File: config.mk
export PLATFORM = sky130hd
export DESIGN_NAME = teleop_motor_frame_controller_flat
export DESIGN_NICKNAME = d
export VERILOG_FILES = /design/src/rtl/tmfc_pkg.sv /design/src/rtl/tmfc_ifs.sv /design/src/rtl/tmfc_cfg_regs.sv /design/src/rtl/tmfc_front.sv /design/src/rtl/tmfc_cmd_queue.sv /design/src/rtl/tmfc_back.sv /design/src/rtl/teleop_motor_frame_controller.sv /design/src/flat_wrapper.sv
export SDC_FILE = /design/constraint.sdc
export NUM_CORES = 1
export LEC_CHECK = 0
export BUFFER_PORTS_ARGS = -buffer_cell sky130_fd_sc_hd__buf_2
export CELL_PAD_IN_SITES_DETAIL_PLACEMENT = 0
export CELL_PAD_IN_SITES_GLOBAL_PLACEMENT = 1
export CORE_UTILIZATION = 29
export CTS_BUF_LIST = sky130_fd_sc_hd__clkbuf_8
export CTS_CLUSTER_DIAMETER = 200
export DETAILED_ROUTE_END_ITERATION = 10
export HOLD_SLACK_MARGIN = 0.15
export PLACE_DENSITY_LB_ADDON = 0.1
export SYNTH_ARGS = -nofsm -noshare
export SYNTH_HDL_FRONTEND = slang
export SYNTH_SLANG_ARGS = --single-unit
File: constraint.sdc
create_clock -name clk -period 4.3 [get_ports clk]
set_clock_uncertainty 0.2 [all_clocks]
set_input_delay 0 -clock clk [delete_from_list [all_inputs] [get_ports clk]]
set_output_delay 0 -clock clk [all_outputs]
set_load 0.01 [all_outputs]
File: src/rtl/tmfc_pkg.sv
// ----------------------------------------------------------------------------
// tmfc_pkg
// Shared types, constants and helpers of the teleoperation motor frame
// controller: code scale, frame types, opcodes, register indexes.
// ----------------------------------------------------------------------------
package tmfc_pkg;

    // Code scale
    localparam int CODE_BITS = 16;
    localparam int CODE_MAX  = (1 << CODE_BITS) - 1;
    localparam int CODE_MID  = CODE_MAX >> 1;

    // Field widths
    localparam int OPCODE_W  = 3;
    localparam int IDENT_W   = 29;
    localparam int PAYLOAD_W = 64;
    localparam int NODE_W    = 8;
    localparam int POS_W     = 16;
    localparam int GAIN_W    = 16;
    localparam int DBAND_W   = 15;
    localparam int OFFSET_W  = POS_W + 1;
    localparam int WIDE_W    = POS_W + 2;
    localparam int TYPE_W    = 5;
    localparam int CFG_IDX_W = 3;
    localparam int CFG_DATA_W = 16;

    // Default depth of the command queue
    localparam int QUEUE_DEPTH = 2;

    // Input opcodes
    localparam logic [OPCODE_W-1:0] OP_RX      = 3'd0;
    localparam logic [OPCODE_W-1:0] OP_TICK    = 3'd1;
    localparam logic [OPCODE_W-1:0] OP_CAPTURE = 3'd2;
    localparam logic [OPCODE_W-1:0] OP_ENABLE  = 3'd3;
    localparam logic [OPCODE_W-1:0] OP_DISABLE = 3'd4;

    // Bus frame types (identifier bits 28:24)
    localparam logic [TYPE_W-1:0] TYPE_OPERATION = 5'h01;
    localparam logic [TYPE_W-1:0] TYPE_FEEDBACK  = 5'h02;
    localparam logic [TYPE_W-1:0] TYPE_ENABLE    = 5'h03;
    localparam logic [TYPE_W-1:0] TYPE_DISABLE   = 5'h04;
    localparam logic [TYPE_W-1:0] TYPE_MODE      = 5'h12;

    // Mode frame payload: run mode parameter set to operation control
    localparam logic [PAYLOAD_W-1:0] MODE_PAYLOAD = 64'h0570_0000_0000_0000;

    // Configuration register indexes
    localparam logic [CFG_IDX_W-1:0] CFG_SLAVE_NODE     = 3'd0;
    localparam logic [CFG_IDX_W-1:0] CFG_MASTER_NODE    = 3'd1;
    localparam logic [CFG_IDX_W-1:0] CFG_HOST_NODE      = 3'd2;
    localparam logic [CFG_IDX_W-1:0] CFG_SLAVE_KP       = 3'd3;
    localparam logic [CFG_IDX_W-1:0] CFG_SLAVE_KD       = 3'd4;
    localparam logic [CFG_IDX_W-1:0] CFG_MASTER_KD      = 3'd5;
    localparam logic [CFG_IDX_W-1:0] CFG_TORQUE_DBAND   = 3'd6;

    // Configuration register contents
    typedef struct packed {
        logic [NODE_W-1:0]  slave_node;
        logic [NODE_W-1:0]  master_node;
        logic [NODE_W-1:0]  host_node;
        logic [GAIN_W-1:0]  slave_stiffness_code;
        logic [GAIN_W-1:0]  slave_damping_code;
        logic [GAIN_W-1:0]  master_damping_code;
        logic [DBAND_W-1:0] torque_deadband_code;
    } cfg_regs_t;

    // Command handed from front to back
    typedef enum logic [1:0] {
        CMD_TICK,
        CMD_ENABLE,
        CMD_DISABLE
    } cmd_kind_t;

    typedef struct packed {
        cmd_kind_t          kind;
        logic [POS_W-1:0]   target;
        logic [POS_W-1:0]   torque;
    } cmd_t;

    // Saturate a widened signed value to the code range
    function automatic logic [POS_W-1:0] clamp_code(input logic signed [WIDE_W-1:0] v);
        logic [POS_W-1:0] r;
        if (v < 0)
        begin
            r = '0;
        end
        else if (v > $signed(WIDE_W'(CODE_MAX)))
        begin
            r = POS_W'(CODE_MAX);
        end
        else
        begin
            r = v[POS_W-1:0];
        end
        return r;
    endfunction

endpackage

File: src/rtl/tmfc_ifs.sv
// ----------------------------------------------------------------------------
// tmfc channel interfaces
// Valid/ready channels for input items, output frames and register writes.
// ----------------------------------------------------------------------------
interface tmfc_in_if;
    logic                              valid;
    logic                              ready;
    logic [tmfc_pkg::OPCODE_W-1:0]     opcode;
    logic [tmfc_pkg::IDENT_W-1:0]      rx_ident;
    logic [tmfc_pkg::PAYLOAD_W-1:0]    rx_payload;

    modport source (output valid, output opcode, output rx_ident, output rx_payload,
                    input ready);
    modport sink (input valid, input opcode, input rx_ident, input rx_payload,
                  output ready);
endinterface

interface tmfc_out_if;
    logic                              valid;
    logic                              ready;
    logic [tmfc_pkg::IDENT_W-1:0]      tx_ident;
    logic [tmfc_pkg::PAYLOAD_W-1:0]    tx_payload;
    logic                              last_frame;

    modport source (output valid, output tx_ident, output tx_payload, output last_frame,
                    input ready);
    modport sink (input valid, input tx_ident, input tx_payload, input last_frame,
                  output ready);
endinterface

interface tmfc_cfg_if;
    logic                              valid;
    logic                              ready;
    logic [tmfc_pkg::CFG_IDX_W-1:0]    index;
    logic [tmfc_pkg::CFG_DATA_W-1:0]   data;

    modport source (output valid, output index, output data, input ready);
    modport sink (input valid, input index, input data, output ready);
endinterface

File: src/rtl/tmfc_cfg_regs.sv
// ----------------------------------------------------------------------------
// tmfc_cfg_regs
// Configuration register file: node numbers, gains and torque deadband.
// ----------------------------------------------------------------------------
module tmfc_cfg_regs (
    input  logic                clk,
    input  logic                rst_n,
    tmfc_cfg_if.sink            cfg_wr,
    output tmfc_pkg::cfg_regs_t cfg
);

    tmfc_pkg::cfg_regs_t cfg_reg;
    tmfc_pkg::cfg_regs_t cfg_next;

    assign cfg_wr.ready = 1'b1;
    assign cfg        = cfg_reg;

    // Register write decode; unknown indexes are dropped
    always_comb
    begin
        cfg_next = cfg_reg;
        if (cfg_wr.valid)
        begin
            unique case (cfg_wr.index)
                tmfc_pkg::CFG_SLAVE_NODE:
                    cfg_next.slave_node = cfg_wr.data[tmfc_pkg::NODE_W-1:0];
                tmfc_pkg::CFG_MASTER_NODE:
                    cfg_next.master_node = cfg_wr.data[tmfc_pkg::NODE_W-1:0];
                tmfc_pkg::CFG_HOST_NODE:
                    cfg_next.host_node = cfg_wr.data[tmfc_pkg::NODE_W-1:0];
                tmfc_pkg::CFG_SLAVE_KP:
                    cfg_next.slave_stiffness_code = cfg_wr.data[tmfc_pkg::GAIN_W-1:0];
                tmfc_pkg::CFG_SLAVE_KD:
                    cfg_next.slave_damping_code = cfg_wr.data[tmfc_pkg::GAIN_W-1:0];
                tmfc_pkg::CFG_MASTER_KD:
                    cfg_next.master_damping_code = cfg_wr.data[tmfc_pkg::GAIN_W-1:0];
                tmfc_pkg::CFG_TORQUE_DBAND:
                    cfg_next.torque_deadband_code = cfg_wr.data[tmfc_pkg::DBAND_W-1:0];
                default:
                    cfg_next = cfg_reg;
            endcase
        end
    end

    always_ff @(posedge clk or negedge rst_n)
    begin
        if (!rst_n)
        begin
            cfg_reg.slave_node           <= 8'd1;
            cfg_reg.master_node          <= 8'd127;
            cfg_reg.host_node            <= 8'd253;
            cfg_reg.slave_stiffness_code <= 16'd3276;
            cfg_reg.slave_damping_code   <= 16'd13107;
            cfg_reg.master_damping_code  <= 16'd0;
            cfg_reg.torque_deadband_code <= 15'd273;
        end
        else
        begin
            cfg_reg <= cfg_next;
        end
    end

endmodule

File: src/rtl/tmfc_front.sv
// ----------------------------------------------------------------------------
// tmfc_front
// Accepts input items, keeps the feedback state and the captured offset,
// and turns frame-emitting items into queued commands.
// ----------------------------------------------------------------------------
module tmfc_front (
    input  logic                clk,
    input  logic                rst_n,
    tmfc_in_if.sink             cmd_in,
    input  tmfc_pkg::cfg_regs_t cfg,
    input  logic                q_full,
    output logic                q_push,
    output tmfc_pkg::cmd_t      q_wdata
);

    logic [tmfc_pkg::POS_W-1:0]           mst_pos_reg, mst_pos_next;
    logic [tmfc_pkg::POS_W-1:0]           slv_pos_reg, slv_pos_next;
    logic [tmfc_pkg::POS_W-1:0]           slave_torque_reg, slave_torque_next;
    logic signed [tmfc_pkg::OFFSET_W-1:0] offset_reg, offset_next;

    logic                                 accept;
    logic                                 is_feedback;
    logic [tmfc_pkg::NODE_W-1:0]          rx_node;
    logic signed [tmfc_pkg::WIDE_W-1:0]   target_sum;

    assign cmd_in.ready = !q_full;
    assign accept       = cmd_in.valid && cmd_in.ready;

    assign is_feedback = (cmd_in.rx_ident[28:24] == tmfc_pkg::TYPE_FEEDBACK);
    assign rx_node     = cmd_in.rx_ident[15:8];

    // Slave target: master position plus offset, saturated
    assign target_sum = $signed({2'b00, mst_pos_reg})
                      + tmfc_pkg::WIDE_W'(offset_reg);

    // State update and command classification
    always_comb
    begin
        mst_pos_next      = mst_pos_reg;
        slv_pos_next      = slv_pos_reg;
        slave_torque_next = slave_torque_reg;
        offset_next       = offset_reg;
        q_push            = 1'b0;
        q_wdata.kind      = tmfc_pkg::CMD_TICK;
        q_wdata.target    = tmfc_pkg::clamp_code(target_sum);
        q_wdata.torque    = slave_torque_reg;
        if (accept)
        begin
            unique case (cmd_in.opcode)
                tmfc_pkg::OP_RX:
                begin
                    if (is_feedback)
                    begin
                        // master wins when both node numbers match
                        if (rx_node == cfg.master_node)
                        begin
                            mst_pos_next = cmd_in.rx_payload[63:48];
                        end
                        else if (rx_node == cfg.slave_node)
                        begin
                            slv_pos_next      = cmd_in.rx_payload[63:48];
                            slave_torque_next = cmd_in.rx_payload[31:16];
                        end
                    end
                end
                tmfc_pkg::OP_TICK:
                begin
                    q_push       = 1'b1;
                    q_wdata.kind = tmfc_pkg::CMD_TICK;
                end
                tmfc_pkg::OP_CAPTURE:
                begin
                    offset_next = $signed({1'b0, slv_pos_reg})
                                - $signed({1'b0, mst_pos_reg});
                end
                tmfc_pkg::OP_ENABLE:
                begin
                    q_push       = 1'b1;
                    q_wdata.kind = tmfc_pkg::CMD_ENABLE;
                end
                tmfc_pkg::OP_DISABLE:
                begin
                    q_push       = 1'b1;
                    q_wdata.kind = tmfc_pkg::CMD_DISABLE;
                end
                default:
                begin
                    q_push = 1'b0;
                end
            endcase
        end
    end

    always_ff @(posedge clk or negedge rst_n)
    begin
        if (!rst_n)
        begin
            mst_pos_reg      <= tmfc_pkg::POS_W'(tmfc_pkg::CODE_MID);
            slv_pos_reg      <= tmfc_pkg::POS_W'(tmfc_pkg::CODE_MID);
            slave_torque_reg <= tmfc_pkg::POS_W'(tmfc_pkg::CODE_MID);
            offset_reg       <= '0;
        end
        else
        begin
            mst_pos_reg      <= mst_pos_next;
            slv_pos_reg      <= slv_pos_next;
            slave_torque_reg <= slave_torque_next;
            offset_reg       <= offset_next;
        end
    end

endmodule

File: src/rtl/tmfc_cmd_queue.sv
// ----------------------------------------------------------------------------
// tmfc_cmd_queue
// Small circular queue of commands between the front and the back.
// ----------------------------------------------------------------------------
module tmfc_cmd_queue #(
    parameter int DEPTH = tmfc_pkg::QUEUE_DEPTH
) (
    input  logic           clk,
    input  logic           rst_n,
    input  logic           push,
    input  tmfc_pkg::cmd_t wdata,
    output logic           full,
    input  logic           pop,
    output logic           valid,
    output tmfc_pkg::cmd_t rdata
);

    localparam int PTR_W = (DEPTH > 1) ? $clog2(DEPTH) : 1;
    localparam int CNT_W = $clog2(DEPTH + 1);

    tmfc_pkg::cmd_t   entries [DEPTH];
    logic [PTR_W-1:0] wr_ptr_reg, wr_ptr_next;
    logic [PTR_W-1:0] rd_ptr_reg, rd_ptr_next;
    logic [CNT_W-1:0] count_reg, count_next;
    logic             do_push;
    logic             do_pop;

    assign full    = (count_reg == CNT_W'(DEPTH));
    assign valid   = (count_reg != '0);
    assign rdata   = entries[rd_ptr_reg];
    assign do_push = push && !full;
    assign do_pop  = pop && valid;

    // Pointer and fill count update
    always_comb
    begin
        wr_ptr_next = wr_ptr_reg;
        rd_ptr_next = rd_ptr_reg;
        count_next  = count_reg;
        if (do_push)
        begin
            wr_ptr_next = (wr_ptr_reg == PTR_W'(DEPTH - 1)) ? '0 : wr_ptr_reg + 1'b1;
        end
        if (do_pop)
        begin
            rd_ptr_next = (rd_ptr_reg == PTR_W'(DEPTH - 1)) ? '0 : rd_ptr_reg + 1'b1;
        end
        if (do_push && !do_pop)
        begin
            count_next = count_reg + 1'b1;
        end
        else if (do_pop && !do_push)
        begin
            count_next = count_reg - 1'b1;
        end
    end

    always_ff @(posedge clk or negedge rst_n)
    begin
        if (!rst_n)
        begin
            wr_ptr_reg <= '0;
            rd_ptr_reg <= '0;
            count_reg  <= '0;
        end
        else
        begin
            wr_ptr_reg <= wr_ptr_next;
            rd_ptr_reg <= rd_ptr_next;
            count_reg  <= count_next;
        end
    end

    // Entry storage
    always_ff @(posedge clk)
    begin
        if (do_push)
        begin
            entries[wr_ptr_reg] <= wdata;
        end
    end

endmodule

File: src/rtl/tmfc_back.sv
// ----------------------------------------------------------------------------
// tmfc_back
// Takes commands from the queue and emits their bus frames one per cycle while the
// sink is ready, through an output register.
// ----------------------------------------------------------------------------
module tmfc_back (
    input  logic                clk,
    input  logic                rst_n,
    input  tmfc_pkg::cfg_regs_t cfg,
    input  logic                q_valid,
    input  tmfc_pkg::cmd_t      q_rdata,
    output logic                q_pop,
    tmfc_out_if.source          frame_out
);

    localparam logic [tmfc_pkg::POS_W-1:0] MID16 = tmfc_pkg::POS_W'(tmfc_pkg::CODE_MID);

    tmfc_pkg::cmd_t                     cur_reg;
    logic                               cur_valid_reg, cur_valid_next;
    logic [1:0]                         idx_reg, idx_next;
    logic signed [tmfc_pkg::WIDE_W-1:0] ntq_reg, ntq_next;

    logic                               out_valid_reg, out_valid_next;
    logic [tmfc_pkg::IDENT_W-1:0]       ident_reg, ident_next;
    logic [tmfc_pkg::PAYLOAD_W-1:0]     payload_reg, payload_next;
    logic                               last_reg, last_next;

    logic                               adv;
    logic                               is_last;
    logic [1:0]                         last_idx;
    logic signed [tmfc_pkg::WIDE_W-1:0] torque_d;
    logic signed [tmfc_pkg::WIDE_W-1:0] band;
    logic signed [tmfc_pkg::WIDE_W-1:0] half;
    logic [tmfc_pkg::POS_W-1:0]         master_tq;

    assign frame_out.valid      = out_valid_reg;
    assign frame_out.tx_ident   = ident_reg;
    assign frame_out.tx_payload = payload_reg;
    assign frame_out.last_frame = last_reg;

    assign last_idx = (cur_reg.kind == tmfc_pkg::CMD_ENABLE) ? 2'd3 : 2'd1;
    assign is_last  = (idx_reg == last_idx);
    assign adv      = cur_valid_reg && (!out_valid_reg || frame_out.ready);
    assign q_pop    = q_valid && (!cur_valid_reg || (adv && is_last));

    // Negated deadbanded torque, taken while the slave frame goes out
    assign torque_d = $signed({2'b00, cur_reg.torque}) - $signed({2'b00, MID16});
    assign band     = $signed({3'b000, cfg.torque_deadband_code});

    always_comb
    begin
        if ((torque_d < band) && (torque_d > -band))
        begin
            ntq_next = '0;
        end
        else if (torque_d > 0)
        begin
            ntq_next = band - torque_d;
        end
        else
        begin
            ntq_next = -band - torque_d;
        end
    end

    // Master torque: mid plus half of the negated torque, rounded down
    assign half      = ntq_reg >>> 1;
    assign master_tq = tmfc_pkg::clamp_code($signed({2'b00, MID16}) + half);

    // Frame formation for the current command and frame index
    always_comb
    begin
        ident_next   = ident_reg;
        payload_next = payload_reg;
        last_next    = last_reg;
        if (adv)
        begin
            last_next    = is_last;
            payload_next = '0;
            case (cur_reg.kind)
                tmfc_pkg::CMD_TICK:
                begin
                    if (idx_reg == 2'd0)
                    begin
                        ident_next   = {tmfc_pkg::TYPE_OPERATION, MID16, cfg.slave_node};
                        payload_next = {cur_reg.target, MID16, cfg.slave_stiffness_code,
                                        cfg.slave_damping_code};
                    end
                    else
                    begin
                        ident_next   = {tmfc_pkg::TYPE_OPERATION, master_tq, cfg.master_node};
                        payload_next = {MID16, MID16, 16'd0, cfg.master_damping_code};
                    end
                end
                tmfc_pkg::CMD_ENABLE:
                begin
                    case (idx_reg)
                        2'd0:
                        begin
                            ident_next   = {tmfc_pkg::TYPE_MODE, 8'd0, cfg.host_node,
                                            cfg.master_node};
                            payload_next = tmfc_pkg::MODE_PAYLOAD;
                        end
                        2'd1:
                        begin
                            ident_next   = {tmfc_pkg::TYPE_ENABLE, 8'd0, cfg.host_node,
                                            cfg.master_node};
                        end
                        2'd2:
                        begin
                            ident_next   = {tmfc_pkg::TYPE_MODE, 8'd0, cfg.host_node,
                                            cfg.slave_node};
                            payload_next = tmfc_pkg::MODE_PAYLOAD;
                        end
                        default:
                        begin
                            ident_next   = {tmfc_pkg::TYPE_ENABLE, 8'd0, cfg.host_node,
                                            cfg.slave_node};
                        end
                    endcase
                end
                tmfc_pkg::CMD_DISABLE:
                begin
                    if (idx_reg == 2'd0)
                    begin
                        ident_next = {tmfc_pkg::TYPE_DISABLE, 8'd0, cfg.host_node,
                                      cfg.slave_node};
                    end
                    else
                    begin
                        ident_next = {tmfc_pkg::TYPE_DISABLE, 8'd0, cfg.host_node,
                                      cfg.master_node};
                    end
                end
                default:
                begin
                    ident_next = ident_reg;
                end
            endcase
        end
    end

    // Sequencer and output valid
    always_comb
    begin
        cur_valid_next = cur_valid_reg;
        idx_next       = idx_reg;
        if (q_pop)
        begin
            cur_valid_next = 1'b1;
            idx_next       = 2'd0;
        end
        else if (adv)
        begin
            if (is_last)
            begin
                cur_valid_next = 1'b0;
            end
            else
            begin
                idx_next = idx_reg + 2'd1;
            end
        end

        if (adv)
        begin
            out_valid_next = 1'b1;
        end
        else if (frame_out.ready)
        begin
            out_valid_next = 1'b0;
        end
        else
        begin
            out_valid_next = out_valid_reg;
        end
    end

    always_ff @(posedge clk or negedge rst_n)
    begin
        if (!rst_n)
        begin
            cur_valid_reg <= 1'b0;
            idx_reg       <= 2'd0;
            out_valid_reg <= 1'b0;
        end
        else
        begin
            cur_valid_reg <= cur_valid_next;
            idx_reg       <= idx_next;
            out_valid_reg <= out_valid_next;
        end
    end

    // Payload registers
    always_ff @(posedge clk)
    begin
        if (q_pop)
        begin
            cur_reg <= q_rdata;
        end
        if (adv && idx_reg == 2'd0)
        begin
            ntq_reg <= ntq_next;
        end
        ident_reg   <= ident_next;
        payload_reg <= payload_next;
        last_reg    <= last_next;
    end

endmodule

File: src/rtl/teleop_motor_frame_controller.sv
// With the back idle, the first frame of a tick, enable or disable item goes from the accepting
// edge through the queue, then the command register, then the output register.
// Throughput: one frame per cycle while the sink is ready; a tick or disable item sends two
// frames, an enable item four; other items send none. The front accepts one item per cycle while
// the command queue has room.
// Reset: asynchronous, active low; control and config registers to reset values, positions and torque to mid.
// ----------------------------------------------------------------------------
// teleop_motor_frame_controller
// Master-slave motor teleoperation controller: feedback frames and capture items update state,
// ticks, enable and disable items produce bus command frames.
// ----------------------------------------------------------------------------
module teleop_motor_frame_controller #(
    parameter int QUEUE_DEPTH = tmfc_pkg::QUEUE_DEPTH
) (
    input  logic        clk,
    input  logic        rst_n,
    tmfc_in_if.sink     cmd_in,
    tmfc_out_if.source  frame_out,
    tmfc_cfg_if.sink    cfg_wr
);

    tmfc_pkg::cfg_regs_t cfg;
    tmfc_pkg::cmd_t      q_wdata;
    tmfc_pkg::cmd_t      q_rdata;
    logic                q_push;
    logic                q_full;
    logic                q_pop;
    logic                q_valid;

    tmfc_cfg_regs u_cfg (
        .clk    (clk),
        .rst_n  (rst_n),
        .cfg_wr (cfg_wr),
        .cfg    (cfg)
    );

    tmfc_front u_front (
        .clk     (clk),
        .rst_n   (rst_n),
        .cmd_in  (cmd_in),
        .cfg     (cfg),
        .q_full  (q_full),
        .q_push  (q_push),
        .q_wdata (q_wdata)
    );

    tmfc_cmd_queue #(
        .DEPTH (QUEUE_DEPTH)
    ) u_queue (
        .clk   (clk),
        .rst_n (rst_n),
        .push  (q_push),
        .wdata (q_wdata),
        .full  (q_full),
        .pop   (q_pop),
        .valid (q_valid),
        .rdata (q_rdata)
    );

    tmfc_back u_back (
        .clk       (clk),
        .rst_n     (rst_n),
        .cfg       (cfg),
        .q_valid   (q_valid),
        .q_rdata   (q_rdata),
        .q_pop     (q_pop),
        .frame_out (frame_out)
    );

    // Front never pushes into a full queue
    a_no_push_full: assert property (@(posedge clk) disable iff (!rst_n)
        q_push |-> !q_full)
        else $error("command pushed into full queue");

    // Back never pops an empty queue
    a_no_pop_empty: assert property (@(posedge clk) disable iff (!rst_n)
        q_pop |-> q_valid)
        else $error("command popped from empty queue");

    // Frames of one item go out back to back
    a_frames_contiguous: assert property (@(posedge clk) disable iff (!rst_n)
        (frame_out.valid && frame_out.ready && !frame_out.last_frame) |=> frame_out.valid)
        else $error("gap inside a frame burst");

endmodule
File: src/flat_wrapper.sv
// flat-port wrapper written by rule: the top's interface ports become plain ports
module teleop_motor_frame_controller_flat 
#(
    parameter int QUEUE_DEPTH = tmfc_pkg::QUEUE_DEPTH
)
  (clk, rst_n, cmd_in_valid, cmd_in_opcode, cmd_in_rx_ident, cmd_in_rx_payload, cmd_in_ready, frame_out_valid, frame_out_tx_ident, frame_out_tx_payload, frame_out_last_frame, frame_out_ready, cfg_wr_valid, cfg_wr_index, cfg_wr_data, cfg_wr_ready);
  tmfc_in_if cmd_in_i ();
  tmfc_out_if frame_out_i ();
  tmfc_cfg_if cfg_wr_i ();
  input  logic clk;
  input  logic rst_n;
  input wire logic [$bits(cmd_in_i.valid)-1:0] cmd_in_valid;
  input wire logic [$bits(cmd_in_i.opcode)-1:0] cmd_in_opcode;
  input wire logic [$bits(cmd_in_i.rx_ident)-1:0] cmd_in_rx_ident;
  input wire logic [$bits(cmd_in_i.rx_payload)-1:0] cmd_in_rx_payload;
  output wire logic [$bits(cmd_in_i.ready)-1:0] cmd_in_ready;
  output wire logic [$bits(frame_out_i.valid)-1:0] frame_out_valid;
  output wire logic [$bits(frame_out_i.tx_ident)-1:0] frame_out_tx_ident;
  output wire logic [$bits(frame_out_i.tx_payload)-1:0] frame_out_tx_payload;
  output wire logic [$bits(frame_out_i.last_frame)-1:0] frame_out_last_frame;
  input wire logic [$bits(frame_out_i.ready)-1:0] frame_out_ready;
  input wire logic [$bits(cfg_wr_i.valid)-1:0] cfg_wr_valid;
  input wire logic [$bits(cfg_wr_i.index)-1:0] cfg_wr_index;
  input wire logic [$bits(cfg_wr_i.data)-1:0] cfg_wr_data;
  output wire logic [$bits(cfg_wr_i.ready)-1:0] cfg_wr_ready;
  assign cmd_in_i.valid = cmd_in_valid;
  assign cmd_in_i.opcode = cmd_in_opcode;
  assign cmd_in_i.rx_ident = cmd_in_rx_ident;
  assign cmd_in_i.rx_payload = cmd_in_rx_payload;
  assign cmd_in_ready = cmd_in_i.ready;
  assign frame_out_valid = frame_out_i.valid;
  assign frame_out_tx_ident = frame_out_i.tx_ident;
  assign frame_out_tx_payload = frame_out_i.tx_payload;
  assign frame_out_last_frame = frame_out_i.last_frame;
  assign frame_out_i.ready = frame_out_ready;
  assign cfg_wr_i.valid = cfg_wr_valid;
  assign cfg_wr_i.index = cfg_wr_index;
  assign cfg_wr_i.data = cfg_wr_data;
  assign cfg_wr_ready = cfg_wr_i.ready;
  teleop_motor_frame_controller #(.QUEUE_DEPTH(QUEUE_DEPTH)) u_core (.clk(clk), .rst_n(rst_n), .cmd_in(cmd_in_i), .frame_out(frame_out_i), .cfg_wr(cfg_wr_i));
endmodule
## Yosys cells after proc, flatten, opt, wreduce, memory -nomap -nowiden

Memories as Yosys holds them, arrays and structs flattened. A register that Yosys moved wholly into a read port is not among the register bits.
Index checks and enable logic that the tools add are counted.

- Add/sub/neg operators: 12
- Multipliers: 0
- Divide/modulo/power cells: 0
- Order comparisons: 7
- Equality and inequality tests: 20
- Shifts and indexed selects: 0
- Muxes and demuxes: 31
- Bitwise gates (word level): 1
- Reductions and logical operators: 42

Operator list:

| kind | count |
|---|---|
| 29-bit one-hot mux with 3 select lines | 2 |
| 64-bit one-hot mux with 2 select lines | 1 |
| 16-bit two-way mux | 4 |
| 64-bit two-way mux | 1 |
| 59-bit two-way mux | 1 |
| 18-bit by 17-bit > comparator with 1-bit output, second input constant | 2 |
| 18-bit by 1-bit < comparator with 1-bit output, second input constant | 2 |
| 24-bit two-way mux | 1 |
| 2-bit AND reduction | 11 |
| 16-bit by 17-bit adder with 18-bit output, first input constant | 1 |
| 17-bit by 17-bit adder with 18-bit output | 1 |
| 17-bit by 18-bit > comparator with 1-bit output | 1 |
| 18-bit two-way mux | 1 |
| 15-bit negation with 18-bit output | 1 |
| 16-bit by 17-bit subtractor with 18-bit output | 1 |
| 18-bit by 17-bit subtractor with 18-bit output | 1 |
| 17-bit by 1-bit > comparator with 1-bit output, second input constant | 1 |
| 17-bit by 16-bit < comparator with 1-bit output | 1 |
| 16-bit by 15-bit subtractor with 17-bit output, second input constant | 1 |
| 16-bit by 16-bit subtractor with 17-bit output | 1 |
| 8-bit equality test | 2 |
| 2-bit two-way mux | 7 |
| 3-bit by 2-bit equality test with 1-bit output, second input constant | 4 |
| 3-bit equality test, second input constant | 4 |
| 24 further kinds | 60 |

- Bits in registers: 272
- Latch bits: 0
- Memory bits (writable): 68
- Memory bits (read-only): 0
- Logic and storage cells: 135
- Memories kept: 1

Memory list:

| name | words | bits a word | rd ports | clocked after Yosys merged registers in | wr ports | RTL line | RTL |
|---|---|---|---|---|---|---|---|
| u_core.u_queue.entries | 2 | 34 | 1 | 1 | 1 | tmfc_cmd_queue.sv:21 | `tmfc_pkg::cmd_t entries [DEPTH];` |

## Depth between registers and ports, before layout

Gate-level depths: netlist (run 1).

- Depth in word-level cells: 10
- Depth in mapped cells: 16
- Mapped depth without buffers: 15

## Cells and area by module

A second synthesis (run 1) with hierarchy kept.

- Cell total of the unflattened synthesis: 1497
- Area total of the unflattened synthesis: 18696.7 um2

Modules (own cells, without submodules):

| module | instances | cells an instance | area an instance (um2) |
|---|---|---|---|
| tmfc_back | 1 | 737 | 8117.8 |
| tmfc_front | 1 | 441 | 4321.6 |
| tmfc_cfg_regs | 1 | 194 | 3452.1 |
| tmfc_cmd_queue | 1 | 125 | 2805.2 |

## Worst setup path after synthesis (run 1)

Ideal clock, no wire load.

- Kind: reg2reg
- Start point: reg u_core.u_back.cur_reg[33] (netlist name)
- End point: reg u_core.u_queue.count_reg[1]
- Library setup time: 0.079 ns
- Arrival time: 3.880 ns
- Data required time: 4.021 ns
- Setup slack: 0.141 ns
- Stages on the path, launching flop included: 13
- Buffers on the path: 1
- Clock period less this slack: 4.159 ns
- Path through: edfxtp_1 inv_1 ha_1 clkbuf_1 xor2_1 nor2_1 nand2_1 a21oi_1 inv_1 ha_1 xor2_1 nor2_1 xor2_1

- Cells in the longest elaborated chain, start to end: 10
- Elaborated cells between the ends (all ways): 12
- Those cells by class: eq/ne (2); mux (2); reduce/logical (8)

Ends and longest elaborated chain:

| what | RTL line | RTL |
|---|---|---|
| 2-bit by 1-bit equality test with 1-bit output * | tmfc_back.sv:41 | `assign last_idx = (cur_reg.kind == tmfc_pkg::CMD_ENABLE) ? 2'd3 : 2'd1;` |
| 2-bit two-way mux * | tmfc_back.sv:41 |  |
| 2-bit equality test * | tmfc_back.sv:42 | `assign is_last = (idx_reg == last_idx);` |
| net u_core.u_back.is_last | tmfc_back.sv:29 | `logic is_last;` |
| 1-bit logical AND * | tmfc_back.sv:44 | `assign q_pop = q_valid && (!cur_valid_reg \|\| (adv && is_last));` |
| 1-bit logical OR * | tmfc_back.sv:44 |  |
| 1-bit logical AND * | tmfc_back.sv:44 |  |
| net u_core.q_pop | teleop_motor_frame_controller.sv:27 | `logic q_pop;` |
| 1-bit logical AND * | tmfc_cmd_queue.sv:32 | `assign do_pop = pop && valid;` |
| 1-bit zero test | tmfc_cmd_queue.sv:48 | `if (do_push && !do_pop)` |
| 1-bit logical AND | tmfc_cmd_queue.sv:48 |  |
| 2-bit two-way mux or 2-bit nonzero test (tied branches) | - |  |
| end signal, assigned | tmfc_cmd_queue.sv:70 | `count_reg <= count_next;` |
| end, declared | tmfc_cmd_queue.sv:24 | `logic [CNT_W-1:0] count_reg, count_next;` |

Mark *: on every way through the listed nets, which the timed path passes. The rest lies on a longest branch.
A chain may end at the register's enable or synchronous reset.

## Final worst setup path (run 1)

- Start point: reg u_core.u_cfg.cfg_reg (netlist bit u_core.u_cfg.cfg[1])
- End point: reg u_core.u_back.ntq_reg[16] (netlist name) (data pin)

- Cells in the longest elaborated chain, start to end: 3
- Elaborated cells between the ends (all ways): 7
- Those cells by class: add/sub (3); order compare (2); mux (1); reduce/logical (1)

Ends and longest elaborated chain:

| what | RTL line | RTL |
|---|---|---|
| start, declared | tmfc_cfg_regs.sv:12 | `tmfc_pkg::cfg_regs_t cfg_reg;` |
| start signal, assigned | tmfc_cfg_regs.sv:59 | `cfg_reg <= cfg_next;` |
| 15-bit negation with 18-bit output | tmfc_back.sv:52, tmfc_back.sv:62 |  |
| 18-bit by 17-bit subtractor with 18-bit output or 17-bit by 18-bit > comparator with 1-bit output (tied branches) | tmfc_back.sv:62, tmfc_back.sv:52 |  |
| 18-bit two-way mux or 1-bit logical AND (tied branches) | tmfc_back.sv:56, tmfc_back.sv:52 |  |
| end signal, assigned | tmfc_back.sv:204 | `ntq_reg <= ntq_next;` |
| end, declared | tmfc_back.sv:21 | `logic signed [tmfc_pkg::WIDE_W-1:0] ntq_reg, ntq_next;` |

Parallel ways exist; a longest one is shown, timed or not.

==> reports/metrics.csv, run 1 <==
stage,metric,value,unit
layout,layout.nets,2006,
logic_synthesis,synth.distinct_cells,78,
global_route,antenna_found_initial,0,
sta,finalHoldWorstSlack,0.166,ns
routing,viasPerCell,4.45,
routing,ant_nets,0,
power_and_ir_drop,vdd_ir_drop_max,224,uV
logic_synthesis,synth_top_cell_by_area,edfxtp_1,
logic_synthesis,seq_area_frac_synth,55.3,%
critical_path,start_kind,flop,
logic_synthesis,synth_common_cells,"edfxtp_1, mux2_2, nand2_1, nor2_1, dfrtp_1",
routing,drtIter0Drc,442,
place,gp_congestion,0.812,
layout,drive_gt1_share,29.3,%
global_route,track_usage,14.6,%
logic_synthesis,avgSynthCellArea,12.4,um^2
place,dpl.hpwl,31.5,mm
critical_path,cp_slowest_cell,dfrtp_2,
critical_path,end_kind,flop,
critical_path,crit_arrival,4.10,ns
layout,register_area,0.0100,mm^2
sta,relSlewSlack,27.5,%
status,status,"complete, no violations",
global_route,top_usage_layer,met2,
critical_path,crit_cells,16,
critical_path,path_buf_inv,3,
routing,drc,0,
place,port_buffers,165,
critical_path,cpPeakStageDelay,0.46,ns
logic_synthesis,async_flop_share,44.8,%
routing,avgRoutedWirePerCell,16.8,um
clock_tree,cts_sinks,357,
layout,final_cell_area,0.0227,mm^2
critical_path,rrSetupSlack,0.32,ns
logic_synthesis,synthTopCellsByArea,"edfxtp_1, dfrtp_1, dfstp_2",
logic_synthesis,netlist_instances,1465,
worst_hold_path,hold_path.class,input pin to flop,
power_and_ir_drop,power.density,593,mW/mm^2
routing,detail_route.first_pass.iterations,5,
logic_synthesis,ys_ff_latch,357,
clock_tree,cts_buffer_depth,3,
clock_tree,cts_root_buf,clkbuf_8,
critical_path,cp.required,4.42,ns
clock_tree,clk_pin_slew_worst_paths,0.06,ns
sta,hold_viol,0,
clock_tree,cts_inserted_buffers,69,
power_and_ir_drop,p_leak,0.00927,uW
logic_synthesis,yosysMostFrequentCell,edfxtp_1,
sta,rsz0062_at_grt,false,
place,dpl-instance-area,0.0198,mm^2
layout,multi_input_area,0.00765,mm^2
die,io_pins,217,
sta,max_clock_freq,251,MHz
global_route,grt_pass1_wl,71.5,mm
sta,setup-tns-final,0,ns
global_route,grt_pass1_vias,12700,
sta,worst_pin_slew,1.08,ns
global_route,use_met2,24.1,%
sta,setup_viol,0,
global_route,grt_overflow,0,
sta,period_share,92.7,%
critical_path,critPathKind,flop to flop,
layout,fillers,6214,
clock_tree,htreeDepth,3,
layout,area_growth,25.5,%
die,num_rows,91,
die,initial_utilization,29.4,%
critical_path,crit_fanout,16,
die,dieHeight,252,um
critical_path,cp_cell_sequence,inv_1 -> ha_1 -> inv_1 -> or3_1 -> xor2_1 -> ha_1 -> o21a_1 -> o31a_1 -> o211ai_1 -> a31oi_2 -> o2111ai_1 -> a21boi_0 -> o31a_1 -> nor2_2 -> buf_6 -> a211oi_1,
die,core_area,0.0617,mm^2
logic_synthesis,synth_top_area_share,32.7,%
sta,slew_violations,0,
clock_tree,insertion_delay,0.65,ns
critical_path,rr_startpoint,u_core.u_cfg.cfg[1],
logic_synthesis,syn_area,0.0181,mm^2
sta,fin_crit,3.98,ns
die,fp.dieW,252,um
critical_path,cp-endpoint,u_core.u_back.ntq_reg[16],
logic_synthesis,synth_edf_count,197,
layout,largest_reg_flops,87,
power_and_ir_drop,power.total,13500,uW
clock_tree,cts_setup_buffers,0,
critical_path,critical_path.top_delay_family,compound AO/OA/AOI/OAI gates,
routing,num_vias,12000,
clock_tree,cts_tree,done,
global_route,met3_usage,2.47,%
critical_path,r2r_end,u_core.u_back.ntq_reg[16],
critical_path,crit_path_start,u_core.u_cfg.cfg[1],
logic_synthesis,yosysWarningCount,0,
routing,totalWireLength,45.3,mm
logic_synthesis,ys.flop_type,edfxtp_1,
global_route,grtUsageMet1,19.4,%
flow_run,cap_viol_max_count,0,
die,fp.dieArea,0.0635,mm^2
global_route,grt_max_degree,50,
critical_path,reg2regPathDepth,16,
==> cell usage in the layout, fill, tap and decap left out, types with 10 or more instances in the layout <==
master	count
o21a_1	33
nand2b_1	25
a21o_1	12
xor2_1	49
nor2b_1	29
nor4_1	10
a21oi_1	52
buf_2	164
xnor2_1	60
and3_1	23
buf_4	17
nor3_1	25
nand3_1	18
clkbuf_8	78
ha_1	75
dlygate4sd3_1	148
a22oi_1	10
o21ai_0	56
nor2_1	86
mux2i_1	35
a21boi_0	12
edfxtp_1	197
mux2_2	155
inv_1	76
dfrtp_1	82
nand2_1	94
dfstp_2	77
==> worst register-to-register path, cell delays in order (launching register included) <==
cell and delay, ns:
dfrtp_2 0.46, inv_1 0.08, ha_1 0.21, inv_1 0.08, or3_1 0.32, xor2_1 0.22, ha_1 0.31, o21a_1 0.12
o31a_1 0.14, o211ai_1 0.29, a31oi_2 0.17, o2111ai_1 0.25, a21boi_0 0.16, o31a_1 0.32, nor2_2 0.10, buf_6 0.17
a211oi_1 0.07
==> per-stage QoR <==
| step | setup slack [ns] | cells | util (%) |
|---|---|---|---|
| final | 0.315 | 2701 | 36.8 |
| after global placement | 0.298 | 2423 | 32.2 |
| after CTS | 0.259 | 2700 | 36.8 |
| after global routing | 0.00879 | 2700 | 36.8 |
| after floorplan | 0.141 | 1466 | - |
| after detailed placement | 0.301 | 2423 | 32.2 |
==> cells by family (layout without fill, tap and decap cells) <==
group	count (synthesis)	in the layout	share of synthesized area, %
AO/OA/AOI/OAI	246	246	9.10
adder cells (fa/ha/maj)	80	80	5.69
other	2	4	0.0415
flip-flops	357	357	55.3
multiplexers	190	190	11.6
XOR/XNOR	110	110	5.36
buffers and inverters	113	510	2.84
AND/OR/NAND/NOR	367	367	10.1
==> routing by layer <==
layer / part of all wire [%] / up-vias
met3: 3.3 / 71
met5: 0 / -
met1: 48 / 5735
li1: - / 6018
met4: 2.1 / 0
met2: 46 / 190
==> report_power, final <==
| part | total, uW | internal [uW] | switching [uW] |
|---|---|---|---|
| Combinational | 4940 | 2150 | 2790 |
| Sequential | 5280 | 4780 | 507 |
| Clock | 3270 | 1750 | 1520 |
| Total | 13500 | 8670 | 4820 |
==> worst min path at each step <==
stage | start | endpoint | slack, ns | depth (start not counted)
after floorplan | rst_n | u_core.u_back.cur_valid_reg | -0.50 | 0
after global placement | rst_n | u_core.u_front.slv_pos_reg[15] | -0.10 | 1
after detailed placement | rst_n | u_core.u_front.slv_pos_reg[15] | -0.09 | 1
after CTS | cmd_in_rx_ident[24] | u_core.u_front.slv_pos_reg[15] | 0.15 | 7
after global routing | cmd_in_opcode[0] | u_core.u_queue.wr_ptr_reg | 0.20 | 5
final | cmd_in_rx_ident[24] | u_core.u_front.slv_pos_reg[15] | 0.17 | 7
==> cell type report <==
cell class / instances / area share [%]
sequential: 357 / 44.1
multi-input combinational: 996 / 33.6
timing repair buffer: 332 / 10.9
clock buffer: 78 / 4.72
tap: 837 / 4.61
clock inverter: 50 / 1.22
inverter: 50 / 0.826
antenna: 1 / 0.0110
==> repair_timing <==
item | 4_1_cts | 5_1_grt
setup endpoints to repair | 0 | 16
endpoints found under the hold margin | 363 | 0
resized for setup | 0 | 5
hold buffers | 149 | 0
Note: power is estimated with default switching activity, not from simulation.
==> run 2: changes to the inputs <==
--- a/config.mk
+++ b/config.mk
@@ -6,14 +6,11 @@
 export NUM_CORES = 1
 export LEC_CHECK = 0
 export BUFFER_PORTS_ARGS = -buffer_cell sky130_fd_sc_hd__buf_2
-export CELL_PAD_IN_SITES_DETAIL_PLACEMENT = 0
-export CELL_PAD_IN_SITES_GLOBAL_PLACEMENT = 1
 export CORE_UTILIZATION = 29
 export CTS_BUF_LIST = sky130_fd_sc_hd__clkbuf_8
 export CTS_CLUSTER_DIAMETER = 200
 export DETAILED_ROUTE_END_ITERATION = 10
 export HOLD_SLACK_MARGIN = 0.15
-export PLACE_DENSITY_LB_ADDON = 0.1
 export SYNTH_ARGS = -nofsm -noshare
 export SYNTH_HDL_FRONTEND = slang
 export SYNTH_SLANG_ARGS = --single-unit
==> constraint.sdc (replaced) <==
create_clock -name clk -period 4.3 [get_ports clk]
set_clock_uncertainty 0.2 [all_clocks]
set_input_delay 0 -clock clk [delete_from_list [all_inputs] [get_ports clk]]
set_output_delay 0 -clock clk [all_outputs]
set_load 0.02 [all_outputs]
==> reports/metrics.csv, run 2 (synthesized netlist as in run 1, its figures left out) <==
stage,metric,value,unit,change
die,core_area,0.0617,mm^2,unchanged
routing,drc,0,,unchanged
layout,final_cells,2690,,-0.41%
critical_path,cpPeakStageDelay,0.62,ns,+0.16 ns
critical_path,cp_cell_sequence,nand2b_1 -> nand2_1 -> nor2_1 -> nand4_1 -> dlygate4sd3_1 -> nor2_2 -> buf_4 -> nand2_1 -> dlygate4sd3_1 -> o21ai_0 -> dlygate4sd3_1,,
clock_tree,cts_inserted_buffers,59,,-14%
layout,final_cell_mix,"edfxtp_1, buf_2, mux2_2, dlygate4sd3_1, nand2_1",,
critical_path,crit_top_cell,dlygate4sd3_1,,
global_route,antenna_found_initial,0,,unchanged
routing,viasPerCell,4.55,,+2.4%
sta,hold_viol,0,,unchanged
flow_run,cap_viol_max_count,0,,unchanged
die,io_pins,217,,unchanged
critical_path,cp.required,4.69,ns,+0.27 ns
global_route,grt_overflow,0,,unchanged
routing,num_vias,12300,,+2.0%
routing,detail_route.first_pass.iterations,7,,+2
place,dpl.hpwl,30.5,mm,-3.3%
place,gp_congestion,0.826,,+1.7%
layout,layout.nets,2001,,-0.25%
power_and_ir_drop,vdd_ir_drop_max,203,uV,-9.5%
clock_tree,insertion_delay,0.65,ns,about the same
sta,setup_viol,0,,unchanged
die,dieHeight,252,um,unchanged
die,fp.dieW,252,um,unchanged
global_route,track_usage,13.8,%,-0.85 points
die,fp.dieArea,0.0635,mm^2,unchanged
sta,slew_violations,0,,unchanged
clock_tree,cts_sinks,357,,unchanged
sta,period_share,92.1,%,-0.53 points
sta,fin_crit,3.96,ns,-0.0229 ns
place,port_buffers,165,,unchanged
sta,relSlewSlack,13.8,%,-14 points
critical_path,start_kind,flop,,
layout,fillers,6037,,-2.8%
worst_hold_path,hold_path.class,input pin to flop,,
sta,max_clock_freq,252,MHz,+0.58%
clock_tree,cts_buffer_depth,3,,unchanged
global_route,grt_max_degree,161,,+220%
power_and_ir_drop,p_leak,0.00917,uW,-1.1%
routing,ant_nets,0,,unchanged
clock_tree,htreeDepth,2,,-1
critical_path,critPathKind,flop to flop,,
layout,largest_reg_flops,87,,unchanged
critical_path,crit_arrival,4.36,ns,+0.26 ns
routing,totalWireLength,43.2,mm,-4.6%
global_route,grt_pass1_vias,12900,,+1.1%
die,initial_utilization,29.4,%,unchanged
layout,area_growth,24.8,%,
die,num_rows,91,,unchanged
layout,drive_gt1_share,28.8,%,-0.53 points
global_route,grt_pass1_wl,69.0,mm,-3.4%
critical_path,crit_fanout,11,,-5
status,status,"complete, no violations",,
clock_tree,cts_setup_buffers,0,,unchanged
power_and_ir_drop,power.density,598,mW/mm^2,+0.80%
clock_tree,cts_tree,done,,
routing,drtIter0Drc,579,,+31%
sta,setup-tns-final,0,ns,unchanged
sta,rsz0062_at_grt,false,,
clock_tree,clk_pin_slew_worst_paths,0.07,ns,about the same
clock_tree,cts_root_buf,clkbuf_8,,
layout,layout_commonest_cell,edfxtp_1,,
routing,avgRoutedWirePerCell,16.1,um,-4.2%
critical_path,cp_slowest_cell,dlygate4sd3_1,,
place,placedCellCount,2426,,+0.12%
sta,worst_pin_slew,1.29,ns,+0.205 ns
critical_path,end_kind,flop,,
-- run 2: changes by cell type in the layout (fill, tap and decap cells not counted), moves of 3 or more --
cell           previous run  this run
bufinv_16                 1         5
inv_6                     3         0
clkinv_1                  8        15
clkinvlp_4                0         4
clkbuf_8                 78        63
dlygate4sd3_1           148       151
inv_1                    76        65
-- run 2: final cells by class --
type                    instances  area [um^2]  share of cell area, %
flip-flops and latches        357        10000                   44.3
well taps                     837         1050                   4.63
diodes                          1         2.50                 0.0111
clock buffers                  63          867                   3.83
inverters                      50          188                  0.830
repair buffers                337         2530                   11.2
clock inverters                49          342                   1.51
multi-input cells             996         7630                   33.7
-- run 2: critical path: cells and delay by family, from the launching register on --
family,cells,cell delay (ns)
and+or+nand+nor,6,1.18
buffers and inverters,4,2.00
DFF,1,0.42
AOI/OAI and AO/OA,1,0.09
-- run 2: worst paths after layout --
| kind | endpoint | cells past startpoint | start | slack, ns |
|---|---|---|---|---|
| max reg2reg | u_core.u_front.mst_pos_reg[8] | 11 | u_core.u_queue.count_reg[0] | 0.34 |
| min reg2reg | u_core.u_queue.entries[1][15] | 0 | u_core.u_front.slave_torque_reg[15] | 0.28 |
| max in group asynchronous | u_core.u_cfg.cfg[9] | 4 | rst_n | 2.76 |
| max | u_core.u_front.mst_pos_reg[8] | 11 | u_core.u_queue.count_reg[0] | 0.34 |
| min in group asynchronous | u_core.u_front.slv_pos_reg[15] | 4 | rst_n | 0.45 |
| min | u_core.u_cfg.cfg[2] | 3 | cfg_wr_data[2] | 0.21 |
-- run 2: metrics by stage --
step	cell area (um^2)	total power [uW]	hold slack [ns]	worst slack, ns	utilization (%)
2_1_floorplan	18100	9020	-0.496	0.141	-
3_3_place_gp	19900	10400	-0.00452	0.367	32.2
3_5_place_dp	19900	10500	0.0173	0.408	32.2
4_1_cts	22600	13700	0.163	0.337	36.6
5_1_grt	22600	14400	0.189	0.100	36.6
6_report	22600	13500	0.214	0.338	36.6
-- run 2: per-layer routing --
metal / wire length [um] / global-route usage (%) / up-vias
met5: 0 / 0 / -
met4: 823 / 3.95 / 0
met3: 1510 / 2.28 / 63
met2: 21900 / 24.5 / 219
met1: 19000 / 17.1 / 5972
li1: - / - / 5997
-- run 2: timing repair --
action / in CTS / in global routing
endpoints found under the setup margin: 0 / 2
hold buffers: 151 / 0
hold endpoints to repair: 453 / 0
gates resized for setup: 0 / 1
-- run 2: power breakdown --
part / internal (uW) / switching, uW
sequential: 4780 / 482
clock: 1660 / 1390
combinational: 2180 / 3050
==> run 3: changes to the inputs <==
--- a/config.mk
+++ b/config.mk
@@ -11,6 +11,7 @@
 export CTS_CLUSTER_DIAMETER = 200
 export DETAILED_ROUTE_END_ITERATION = 10
 export HOLD_SLACK_MARGIN = 0.15
+export REMOVE_ABC_BUFFERS = 1
 export SYNTH_ARGS = -nofsm -noshare
 export SYNTH_HDL_FRONTEND = slang
 export SYNTH_SLANG_ARGS = --single-unit
==> reports/metrics.csv, run 3 (synthesized netlist as in run 1, its figures left out) <==
stage,metric,value,unit,change
routing,totalWireLength,44.8,mm,+3.6%
routing,ant_nets,0,,unchanged
sta,setup-tns-final,0,ns,unchanged
place,pre_cts_ws,0.405,ns,-0.00316 ns
layout,final_cell_mix,"edfxtp_1, buf_2, dlygate4sd3_1, mux2_2, nand2_1",,
routing,drc,0,,unchanged
layout,diodes,0,,-1
power_and_ir_drop,seqPwrFrac,38.6,%,-0.3 points
sta,max_clock_freq,253,MHz,about the same
routing,avgRoutedWirePerCell,16.5,um,+2.9%
routing,viasPerCell,4.59,,+0.79%
critical_path,crit_fanout,16,,+5
layout,fillers,6067,,+0.50%
global_route,grt_pass1_wl,69.8,mm,+1.1%
power_and_ir_drop,vdd_ir_drop_max,273,uV,+35%
power_and_ir_drop,power.density,597,mW/mm^2,-0.15%
critical_path,cp.required,4.41,ns,-0.28 ns
clock_tree,cts_buffer_depth,3,,unchanged
sta,slew_violations,0,,unchanged
critical_path,start_kind,flop,,
routing,detail_route.first_pass.iterations,5,,-2
critical_path,crit_arrival,4.07,ns,-0.29 ns
layout,area_growth,25.8,%,
die,fp.dieArea,0.0635,mm^2,unchanged
clock_tree,htreeDepth,3,,+1
sta,relSlewSlack,23.0,%,+9.2 points
place,port_buffers,165,,unchanged
clock_tree,cts_inserted_buffers,66,,+12%
power_and_ir_drop,p_sw_share,36.6,%,+0.27 points
power_and_ir_drop,p_int,8620,uW,+0.18%
power_and_ir_drop,p_leak,0.00927,uW,+1.2%
layout,multi_input_area,0.00763,mm^2,about the same
status,status,"complete, no violations",,
worst_hold_path,hold_path.class,input pin to flop,,
place,gp_congestion,0.823,,-0.36%
sta,setup_ws,0.340,ns,+0.00229 ns
layout,register_area,0.0100,mm^2,unchanged
power_and_ir_drop,combPwrFrac,38.5,%,about the same
power_and_ir_drop,power_frac_clock,22.9,%,+0.4 points
clock_tree,cts_tree,done,,
clock_tree,clk_pin_slew_worst_paths,0.06,ns,about the same
global_route,grt_overflow,0,,unchanged
routing,drtIter0Drc,559,,-3.5%
sta,rsz0062_at_grt,false,,
global_route,track_usage,14.2,%,+0.43 points
die,num_rows,91,,unchanged
layout,layout.nets,2020,,+0.95%
die,io_pins,217,,unchanged
routing,num_vias,12400,,+1.5%
global_route,grt_pass1_vias,12800,,-0.76%
die,fp.dieW,252,um,unchanged
clock_tree,cts_sinks,357,,unchanged
sta,period_share,92.1,%,about the same
global_route,antenna_found_initial,1,,+1
place,dpl.hpwl,30.6,mm,+0.24%
global_route,grt_max_degree,54,,-66%
flow_run,cap_viol_max_count,0,,unchanged
layout,largest_reg_flops,87,,unchanged
clock_tree,insertion_delay,0.64,ns,about the same
critical_path,end_kind,flop,,
layout,drive_gt1_share,29.0,%,+0.19 points
sta,setup_viol,0,,unchanged
die,dieHeight,252,um,unchanged
sta,worst_pin_slew,1.15,ns,-0.144 ns
layout,layout_commonest_cell,edfxtp_1,,
sta,fin_crit,3.96,ns,-0.00229 ns
die,core_area,0.0617,mm^2,unchanged
critical_path,critPathKind,flop to flop,,
sta,hold_viol,0,,unchanged
power_and_ir_drop,switchingPower,4990,uW,+1.4%
clock_tree,cts_setup_buffers,0,,unchanged
die,initial_utilization,29.4,%,unchanged
clock_tree,cts_root_buf,clkbuf_8,,
[run 3: metrics by stage]
step | total power (uW) | hold WS (ns) | cells | cell area, um^2 | util (%)
2_1_floorplan | 8880 | -0.496 | 1403 | 17800 | -
3_3_place_gp | 10400 | -0.116 | 2427 | 19900 | 32.2
3_5_place_dp | 10500 | -0.114 | 2427 | 19900 | 32.2
4_1_cts | 13800 | 0.188 | 2708 | 22800 | 36.9
5_1_grt | 14500 | 0.266 | 2708 | 22800 | 36.9
6_report | 13600 | 0.232 | 2708 | 22800 | 36.9
[run 3: power by group through the flow]
stage / logic, uW / registers, uW / clock network [uW]
floorplan: 3280 / 5600 / 0
global placement: 5100 / 5300 / 0
detailed placement: 5160 / 5310 / 0
CTS: 5280 / 5260 / 3240
global route: 5800 / 5340 / 3400
finish: 5240 / 5250 / 3120
[run 3: what timing repair did]
item                                    in CTS  in global routing
endpoints found under the setup margin       0                  6
hold endpoints to repair                   388                  0
gates resized for setup                      0                  1
hold buffers                               162                  0
[run 3: per-layer routing]
metal | up-vias | routed length [um] | GRT usage (%)
li1 | 6026 | - | -
met1 | 6074 | 19800 | 17.8
met2 | 260 | 22000 | 24.3
met3 | 70 | 1920 | 2.80
met4 | 0 | 992 | 4.97
met5 | - | 0 | 0
[run 3: cell type report]
cell class / instances / area share (%)
inverters: 50 / 0.824
multi-input cells: 996 / 33.5
well taps: 837 / 4.60
clock inverters: 44 / 0.988
clock buffers: 75 / 4.53
repair buffers: 349 / 11.6
flip-flops and latches: 357 / 44.0
[run 3: worst paths after layout]
check / from / cells after the start / endpoint / slack (ns)
worst max-delay path: u_core.u_cfg.cfg[0] / 16 / u_core.u_back.ntq_reg[17] / 0.34
worst min-delay path: cmd_in_rx_ident[11] / 7 / u_core.u_front.slv_pos_reg[15] / 0.23
worst max register to register: u_core.u_cfg.cfg[0] / 16 / u_core.u_back.ntq_reg[17] / 0.34
worst min register to register: u_core.u_front.offset_reg[2] / 2 / u_core.u_front.offset_reg[2] / 0.28
max in group asynchronous: rst_n / 4 / u_core.u_cfg.cfg[62] / 2.78
min in group asynchronous: rst_n / 3 / u_core.u_front.mst_pos_reg[10] / 0.44
[run 3: worst max-delay path: stages, from the launching register on]
cell	delay [ns]
dfstp_2	0.57
inv_1	0.07
ha_1	0.25
inv_1	0.12
or3_1	0.13
xor2_1	0.20
ha_1	0.30
o21a_1	0.12
o31a_1	0.13
o211ai_1	0.29
a31oi_1	0.20
o2111ai_1	0.28
a21boi_0	0.14
o31a_1	0.32
nor2_2	0.14
buf_12	0.15
a221oi_1	0.05
